$ cat config.mk
export PLATFORM = sky130hd
export DESIGN_NAME = urie_ctrl
export DESIGN_NICKNAME = d
export VERILOG_FILES = /design/src/rtl/core/urie_pkg.sv /design/src/rtl/core/urie_ctrl.sv
export SDC_FILE = /design/constraint.sdc
export NUM_CORES = 1
export LEC_CHECK = 0
export ABC_CLOCK_PERIOD_IN_PS = 6800
export BUFFER_PORTS_ARGS = -buffer_cell sky130_fd_sc_hd__buf_4
export CAP_MARGIN = 20
export CORE_MARGIN = 1.5
export CORE_UTILIZATION = 60
export CTS_BUF_LIST = sky130_fd_sc_hd__clkbuf_4 sky130_fd_sc_hd__clkbuf_8
export CTS_CLUSTER_DIAMETER = 80
export DETAILED_ROUTE_END_ITERATION = 12
export PLACE_DENSITY = 0.87
export SETUP_SLACK_MARGIN = 0.02
export SKIP_LAST_GASP = 1
export SYNTH_ARGS = -nofsm -noshare
export SYNTH_HDL_FRONTEND = slang
export SYNTH_SLANG_ARGS = --single-unit
$ cat constraint.sdc
create_clock -name clock -period 6.8 [get_ports clock]
set_input_delay 0.68 -clock clock [delete_from_list [all_inputs] [get_ports clock]]
set_output_delay 0.68 -clock clock [all_outputs]
set_load 0.005 [all_outputs]
$ cat src/rtl/core/urie_pkg.sv
// Shared types, constants and helpers for the UART ring buffer engine.
// No dependencies; urie_ctrl, the top level and the testbench refer to this package.
`default_nettype none

package urie_pkg;

   localparam int DEPTH = 2048;
   localparam int PTR_W = $clog2(DEPTH);
   localparam int BYTE_W = 8;

   typedef logic [PTR_W-1:0] ptr_type;
   typedef logic [BYTE_W-1:0] byte_type;

   typedef enum logic [1:0] {
      OP_RX       = 2'd0,
      OP_TX_EMPTY = 2'd1,
      OP_WRITE    = 2'd2,
      OP_READ     = 2'd3
   } op_type;

   typedef enum logic [1:0] {
      ST_OK       = 2'd0,
      ST_RX_DROP  = 2'd1,
      ST_TX_FULL  = 2'd2,
      ST_RX_EMPTY = 2'd3
   } status_type;

   // Write and read port commands for one ring memory.
   typedef struct packed {
      logic     we;
      ptr_type  waddr;
      byte_type wdata;
      ptr_type  raddr;
   } ram_cmd_type;

   // Registered result controls; the bytes come from the memories, except a forwarded send byte.
   typedef struct packed {
      logic       strobe;
      status_type status;
      logic       send_valid;
      logic       send_fwd;
      byte_type   fwd_byte;
      logic       read_valid;
      logic       tx_irq;
      logic       done;
   } rsp_ctl_type;

   // Ring pointer advance with wrap at the ring depth.
   function automatic ptr_type ptr_next(input ptr_type ptr);
      ptr_type res;
      if (ptr == PTR_W'(DEPTH - 1)) begin
         res = '0;
      end else begin
         res = ptr + PTR_W'(1);
      end
      return res;
   endfunction

endpackage

`default_nettype wire

$ cat src/rtl/core/urie_ctrl.sv
// Ring pointer control: decides each word's outcome and drives both ring memories.
// Depends on urie_pkg.
`default_nettype none

module urie_ctrl (
   input  wire logic                  clock,
   input  wire logic                  reset,
   input  wire logic                  accept,
   input  wire logic [1:0]            operation,
   input  wire urie_pkg::byte_type    data_byte,
   input  wire logic                  thr_empty,
   input  wire logic                  final_byte,
   output urie_pkg::ram_cmd_type      rx_cmd,
   output urie_pkg::ram_cmd_type      tx_cmd,
   output urie_pkg::rsp_ctl_type      rsp_ctl
);

   urie_pkg::ptr_type rx_wp_ff, rx_wp_in;
   urie_pkg::ptr_type rx_rp_ff, rx_rp_in;
   urie_pkg::ptr_type tx_wp_ff, tx_wp_in;
   urie_pkg::ptr_type tx_rp_ff, tx_rp_in;
   logic              tx_active_ff, tx_active_in;
   urie_pkg::rsp_ctl_type rsp_ff, rsp_in;

   urie_pkg::op_type  op;
   urie_pkg::ptr_type rx_nxt;
   urie_pkg::ptr_type tx_nxt;
   logic              rx_full;
   logic              tx_full;
   urie_pkg::ptr_type tx_wp_new;

   assign op      = urie_pkg::op_type'(operation);
   assign rx_nxt  = urie_pkg::ptr_next(rx_wp_ff);
   assign tx_nxt  = urie_pkg::ptr_next(tx_wp_ff);
   assign rx_full = (rx_nxt == rx_rp_ff);
   assign tx_full = (tx_nxt == tx_rp_ff);
   assign tx_wp_new = tx_full ? tx_wp_ff : tx_nxt;

   always_comb begin
      rx_wp_in     = rx_wp_ff;
      rx_rp_in     = rx_rp_ff;
      tx_wp_in     = tx_wp_ff;
      tx_rp_in     = tx_rp_ff;
      tx_active_in = tx_active_ff;

      rx_cmd.we    = 1'b0;
      rx_cmd.waddr = rx_wp_ff;
      rx_cmd.wdata = data_byte;
      rx_cmd.raddr = rx_rp_ff;
      tx_cmd.we    = 1'b0;
      tx_cmd.waddr = tx_wp_ff;
      tx_cmd.wdata = data_byte;
      tx_cmd.raddr = tx_rp_ff;

      rsp_in            = '0;
      rsp_in.status     = urie_pkg::ST_OK;
      rsp_in.fwd_byte   = data_byte;
      rsp_in.strobe     = accept;
      rsp_in.done       = final_byte;

      if (accept) begin
         case (op)
            urie_pkg::OP_RX: begin
               if (!rx_full) begin
                  rx_cmd.we = 1'b1;
                  rx_wp_in  = rx_nxt;
               end else begin
                  rsp_in.status = urie_pkg::ST_RX_DROP;
               end
            end
            urie_pkg::OP_TX_EMPTY: begin
               if (tx_wp_ff != tx_rp_ff) begin
                  rsp_in.send_valid = 1'b1;
                  tx_rp_in = urie_pkg::ptr_next(tx_rp_ff);
               end else begin
                  tx_active_in = 1'b0;
               end
            end
            urie_pkg::OP_WRITE: begin
               if (!tx_full) begin
                  tx_cmd.we = 1'b1;
                  tx_wp_in  = tx_nxt;
               end else begin
                  rsp_in.status = urie_pkg::ST_TX_FULL;
               end
               // Kick-start: an idle transmitter with queued data starts running.
               if (!tx_active_ff && (tx_wp_new != tx_rp_ff)) begin
                  tx_active_in = 1'b1;
                  if (thr_empty) begin
                     rsp_in.send_valid = 1'b1;
                     // An empty ring means the byte sent is the one written now.
                     rsp_in.send_fwd   = (tx_rp_ff == tx_wp_ff);
                     tx_rp_in = urie_pkg::ptr_next(tx_rp_ff);
                  end
               end
            end
            urie_pkg::OP_READ: begin
               if (rx_wp_ff != rx_rp_ff) begin
                  rsp_in.read_valid = 1'b1;
                  rx_rp_in = urie_pkg::ptr_next(rx_rp_ff);
               end else begin
                  rsp_in.status = urie_pkg::ST_RX_EMPTY;
               end
            end
            default: begin
               rsp_in.status = urie_pkg::ST_OK;
            end
         endcase
      end
      rsp_in.tx_irq = tx_active_in;
   end

   always_ff @(posedge clock) begin
      if (reset) begin
         rx_wp_ff      <= '0;
         rx_rp_ff      <= '0;
         tx_wp_ff      <= '0;
         tx_rp_ff      <= '0;
         tx_active_ff  <= 1'b0;
         rsp_ff        <= '0;
      end else begin
         rx_wp_ff      <= rx_wp_in;
         rx_rp_ff      <= rx_rp_in;
         tx_wp_ff      <= tx_wp_in;
         tx_rp_ff      <= tx_rp_in;
         tx_active_ff  <= tx_active_in;
         rsp_ff        <= rsp_in;
      end
   end

   assign rsp_ctl = rsp_ff;

   a_send_read_exclusive: assert property (@(posedge clock) disable iff (reset)
      rsp_ff.strobe |-> !(rsp_ff.send_valid && rsp_ff.read_valid))
      else $error("send and read both flagged in one result");

   a_fwd_needs_send: assert property (@(posedge clock) disable iff (reset)
      rsp_ff.send_fwd |-> rsp_ff.send_valid)
      else $error("forwarded byte without a send");

   a_drop_no_bytes: assert property (@(posedge clock) disable iff (reset)
      (rsp_ff.strobe && rsp_ff.status == urie_pkg::ST_RX_DROP)
         |-> (!rsp_ff.send_valid && !rsp_ff.read_valid))
      else $error("dropped receive byte came with a byte result");

   a_rx_store_nonempty: assert property (@(posedge clock) disable iff (reset)
      (accept && op == urie_pkg::OP_RX && !rx_full) |=> (rx_wp_ff != rx_rp_ff))
      else $error("receive ring empty after a stored byte");

   a_send_clears_irq_only_when_idle: assert property (@(posedge clock) disable iff (reset)
      (rsp_ff.strobe && rsp_ff.send_valid) |-> rsp_ff.tx_irq
         || $past(op) == urie_pkg::OP_TX_EMPTY)
      else $error("kick-start sent a byte without enabling the interrupt");

endmodule

`default_nettype wire

==> results.py <==
metrics = {
    "power_and_ir_drop": {
        "p_leak_nw": 1.860,
        "p_int_mw": 0.6126,
        "power_mw": 0.8074,
        "power_frac_comb": 0.089,
        "pwr-share-clk": 0.463,
        "power.share.switching": 0.2413,
        "p_per_area_nw_per_um2": 163.8,
        "peakVddDrop_uv": 132.7,
        "switching_power_mw": 0.1948,
        "p_seq_frac": 0.448,
    },
    "clock_network": {
        "clock_path_buffers": 2,
        "cts_tree": "yes",
        "cts_resized": 0,
        "cts_hold_buf": 0,
        "clk_pin_slew_ns": 0.07,
        "h-tree-depth": 3,
        "cts.sinks": 60,
        "clockRootBuffer": "clkbuf_8",
        "numCtsBuffers": 9,
        "post-cts-setup-buffers": 0,
        "clkLatencyLatePin_ns": 0.35,
    },
    "timing": {
        "setup_viol": 0,
        "relSlewSlack": 0.3715,
        "whs_ns": 0.5518,
        "finalCritPeriodShare": 0.6135,
        "rsz0062_at_grt": "false",
        "finalHoldViolCount": 0,
        "timing.fmax_ghz": 0.2397,
        "skew_ns": 0.007548,
        "tns_ns": 0,
        "worst_pin_slew_ns": 0.9306,
        "post-route-min-period_ns": 4.172,
        "maxSlewViolCount": 0,
    },
    "setup_path": {
        "critPathKind": "flop to output pin",
        "startpoint": "tx_wp_ff[0]",
        "cp_max_fo": 13,
        "cp-end-kind": "output pin",
        "worstPathRequired_ns": 6.12,
        "crit_end": "tx_cmd[30]",
        "r2r_start": "tx_wp_ff[0]",
        "cp-start-kind": "flop",
        "r2r_end": "tx_wp_ff[1]",
        "arrival_ns": 3.49,
        "r2r_slack_ns": 3.45,
        "reg2reg_depth": 8,
    },
    "run_status": {
        "status": "finished, final reports clean",
    },
    "finish": {
        "layout-drive-gt1-share": 0.2057,
        "syn_to_final_growth_pct": 15.20,
        "diodes": 0,
        "fin_nets": 617,
        "n_fill_cell": 573,
    },
    "die": {
        "die_area_um2": 7648,
        "io_pins": 93,
        "row_count": 30,
        "die_h_um": 87.45,
        "start_util": 0.6264,
        "core_area_um2": 6832,
        "die_x_um": 87.45,
    },
    "placement": {
        "hpwl_um": 8561,
        "port_buffers": 92,
        "gp_congestion": 0.9689,
    },
    "global_route": {
        "antenna_found_initial": 0,
        "grt_pass1_wl_um": 19040,
        "overflow": 0,
        "grt_start_max_net_pins": 51,
        "grt_usage": 0.3179,
        "grt_pass1_vias": 3982,
    },
    "synthesis": {
        "synthMuxAreaShare": 0.007895,
        "synth_xor_area_frac": 0.08801,
        "yosys.area_share.simple": 0.3032,
        "syn_nets": 583,
        "synthArstFlopShare": 0,
        "yosysWarnings": 0,
        "synth_area_um2": 4279,
        "avgSynthCellArea_um2": 7.655,
        "ys_seq_area_frac": 0.2807,
        "ys_ff_latch": 60,
        "synth_edf_count": 0,
        "synth_compound_area_frac": 0.1845,
        "synth_cell_type_count": 65,
        "synth_top_family_by_area": "simple AND/OR/NAND/NOR gates",
        "synth-main-ff-cell": "dfxtp_1",
        "synthCells": 559,
        "synthAdderAreaFrac": 0.02632,
    },
    "route": {
        "wl_per_cell_um": 17.55,
        "routed_wl_um": 12180,
        "firstDrtPassIters": 6,
        "via_count": 4379,
        "ant_nets": 0,
        "first_iter_violations": 227,
        "viasPerCell": 6.310,
        "drcViolationCount": 0,
    },
    "worst_hold_path": {
        "hp-class": "input pin to flop",
    },
    "job": {
        "cap_violations": 0,
    },
}
[layout by cell type (no fill, tap or decap), types with 11 or more instances in the layout]
cell type   n
inv_1      21
xnor2_1    29
nor2b_1    14
buf_4      92
dfxtp_1    60
o21ai_0    24
or4_1      12
a21oi_1    36
nand3_1    33
o31ai_1    11
nor2_1     33
or3_1      14
nor3_1     21
nand2_1    39
nand4_1    16
xor2_1     14
[logic make-up after synthesis]
| family | Yosys count |
|---|---|
| AOI/OAI and AO/OA | 119 |
| and+or+nand+nor | 234 |
| DFF | 60 |
| xor gates and xnor gates | 43 |
| adders and majority gates | 9 |
| muxes | 3 |
| buffers and inverters | 91 |
[cells in the mapped netlist (11+ instances only)]
library cell  instances  area share
o31ai_1              11       0.019
xnor2_1              29       0.059
buf_4                22       0.039
nand4_1              16       0.023
o21ai_0              24       0.028
dfxtp_1              60        0.28
nor2b_1              14       0.020
xor2_1               14       0.029
a21oi_1              36       0.042
nand2_1              39       0.034
nor2_1               33       0.029
clkbuf_1             25       0.022
nor3_1               21       0.025
or4_1                12       0.021
nand3_1              33       0.039
or3_1                14       0.020
buf_2                17       0.020
inv_1                21       0.018
[metrics by stage]
| stage | area, µm² | utilization | instances | worst slack (ns) |
|---|---|---|---|---|
| after floorplan | 4279 | - | 559 | 3.886 |
| after global placement | 4705 | 0.6886 | 678 | 3.202 |
| after detailed placement | 4705 | 0.6886 | 678 | 3.118 |
| after CTS | 4930 | 0.7216 | 694 | 2.716 |
| after global routing | 4930 | 0.7216 | 694 | 2.370 |
| final | 4930 | 0.7216 | 694 | 2.628 |
[cell type report]
type	instances	area, µm²	area share
Multi-Input combinational cell	408	2610	0.5294
Sequential cell	60	1201	0.2437
Timing Repair Buffer	92	690.7	0.1401
Clock buffer	12	152.6	0.03096
Tap cell	96	120.1	0.02437
Inverter	22	82.58	0.01675
Clock inverter	4	72.57	0.01472
[routing by layer]
metal  up-vias  global-route usage  share of wire  routed length, µm
met5         -                   0              0                  0
met1      2096              0.3794           0.40               4903
met4         0              0.1602          0.034                419
li1       2065                   -              -                  -
met2       179              0.5322           0.50               6127
met3        39             0.07393          0.060                732
[registers in the layout, summed over array words and instances, names as in the netlist]
register  flops
rx_rp_ff     11
rx_wp_ff     11
tx_wp_ff     11
rsp_ctl      16
tx_rp_ff     11
[power by group through the flow]
stage                     combinational [mW]  clock [mW]  sequential, mW
after global placement                0.0688           0           0.369
final                                 0.0716       0.374           0.362
after floorplan                       0.0465           0           0.368
after global routing                  0.0776       0.399           0.362
after detailed placement              0.0702           0           0.370
after CTS                             0.0709       0.381           0.362
[critical path: stages, from the launching register on]
cell and delay, ns:
dfxtp_1 0.54, ha_1 0.45, nand3_1 0.25, nor4_1 0.32, a31oi_1 0.09, a2111oi_0 0.63
and4_1 0.57, nor2_1 0.14, buf_4 0.16
[worst min path at each step]
stage	start	endpoint	cells after the start
floorplan	rsp_ctl[1]	rsp_ctl[1]	2
global placement	rsp_ctl[1]	rsp_ctl[1]	2
detailed placement	rsp_ctl[1]	rsp_ctl[1]	2
CTS	final_byte	rsp_ctl[0]	2
global route	data_byte[4]	rsp_ctl[7]	2
finish	final_byte	rsp_ctl[0]	2
Power figures use the tool's default switching activity.
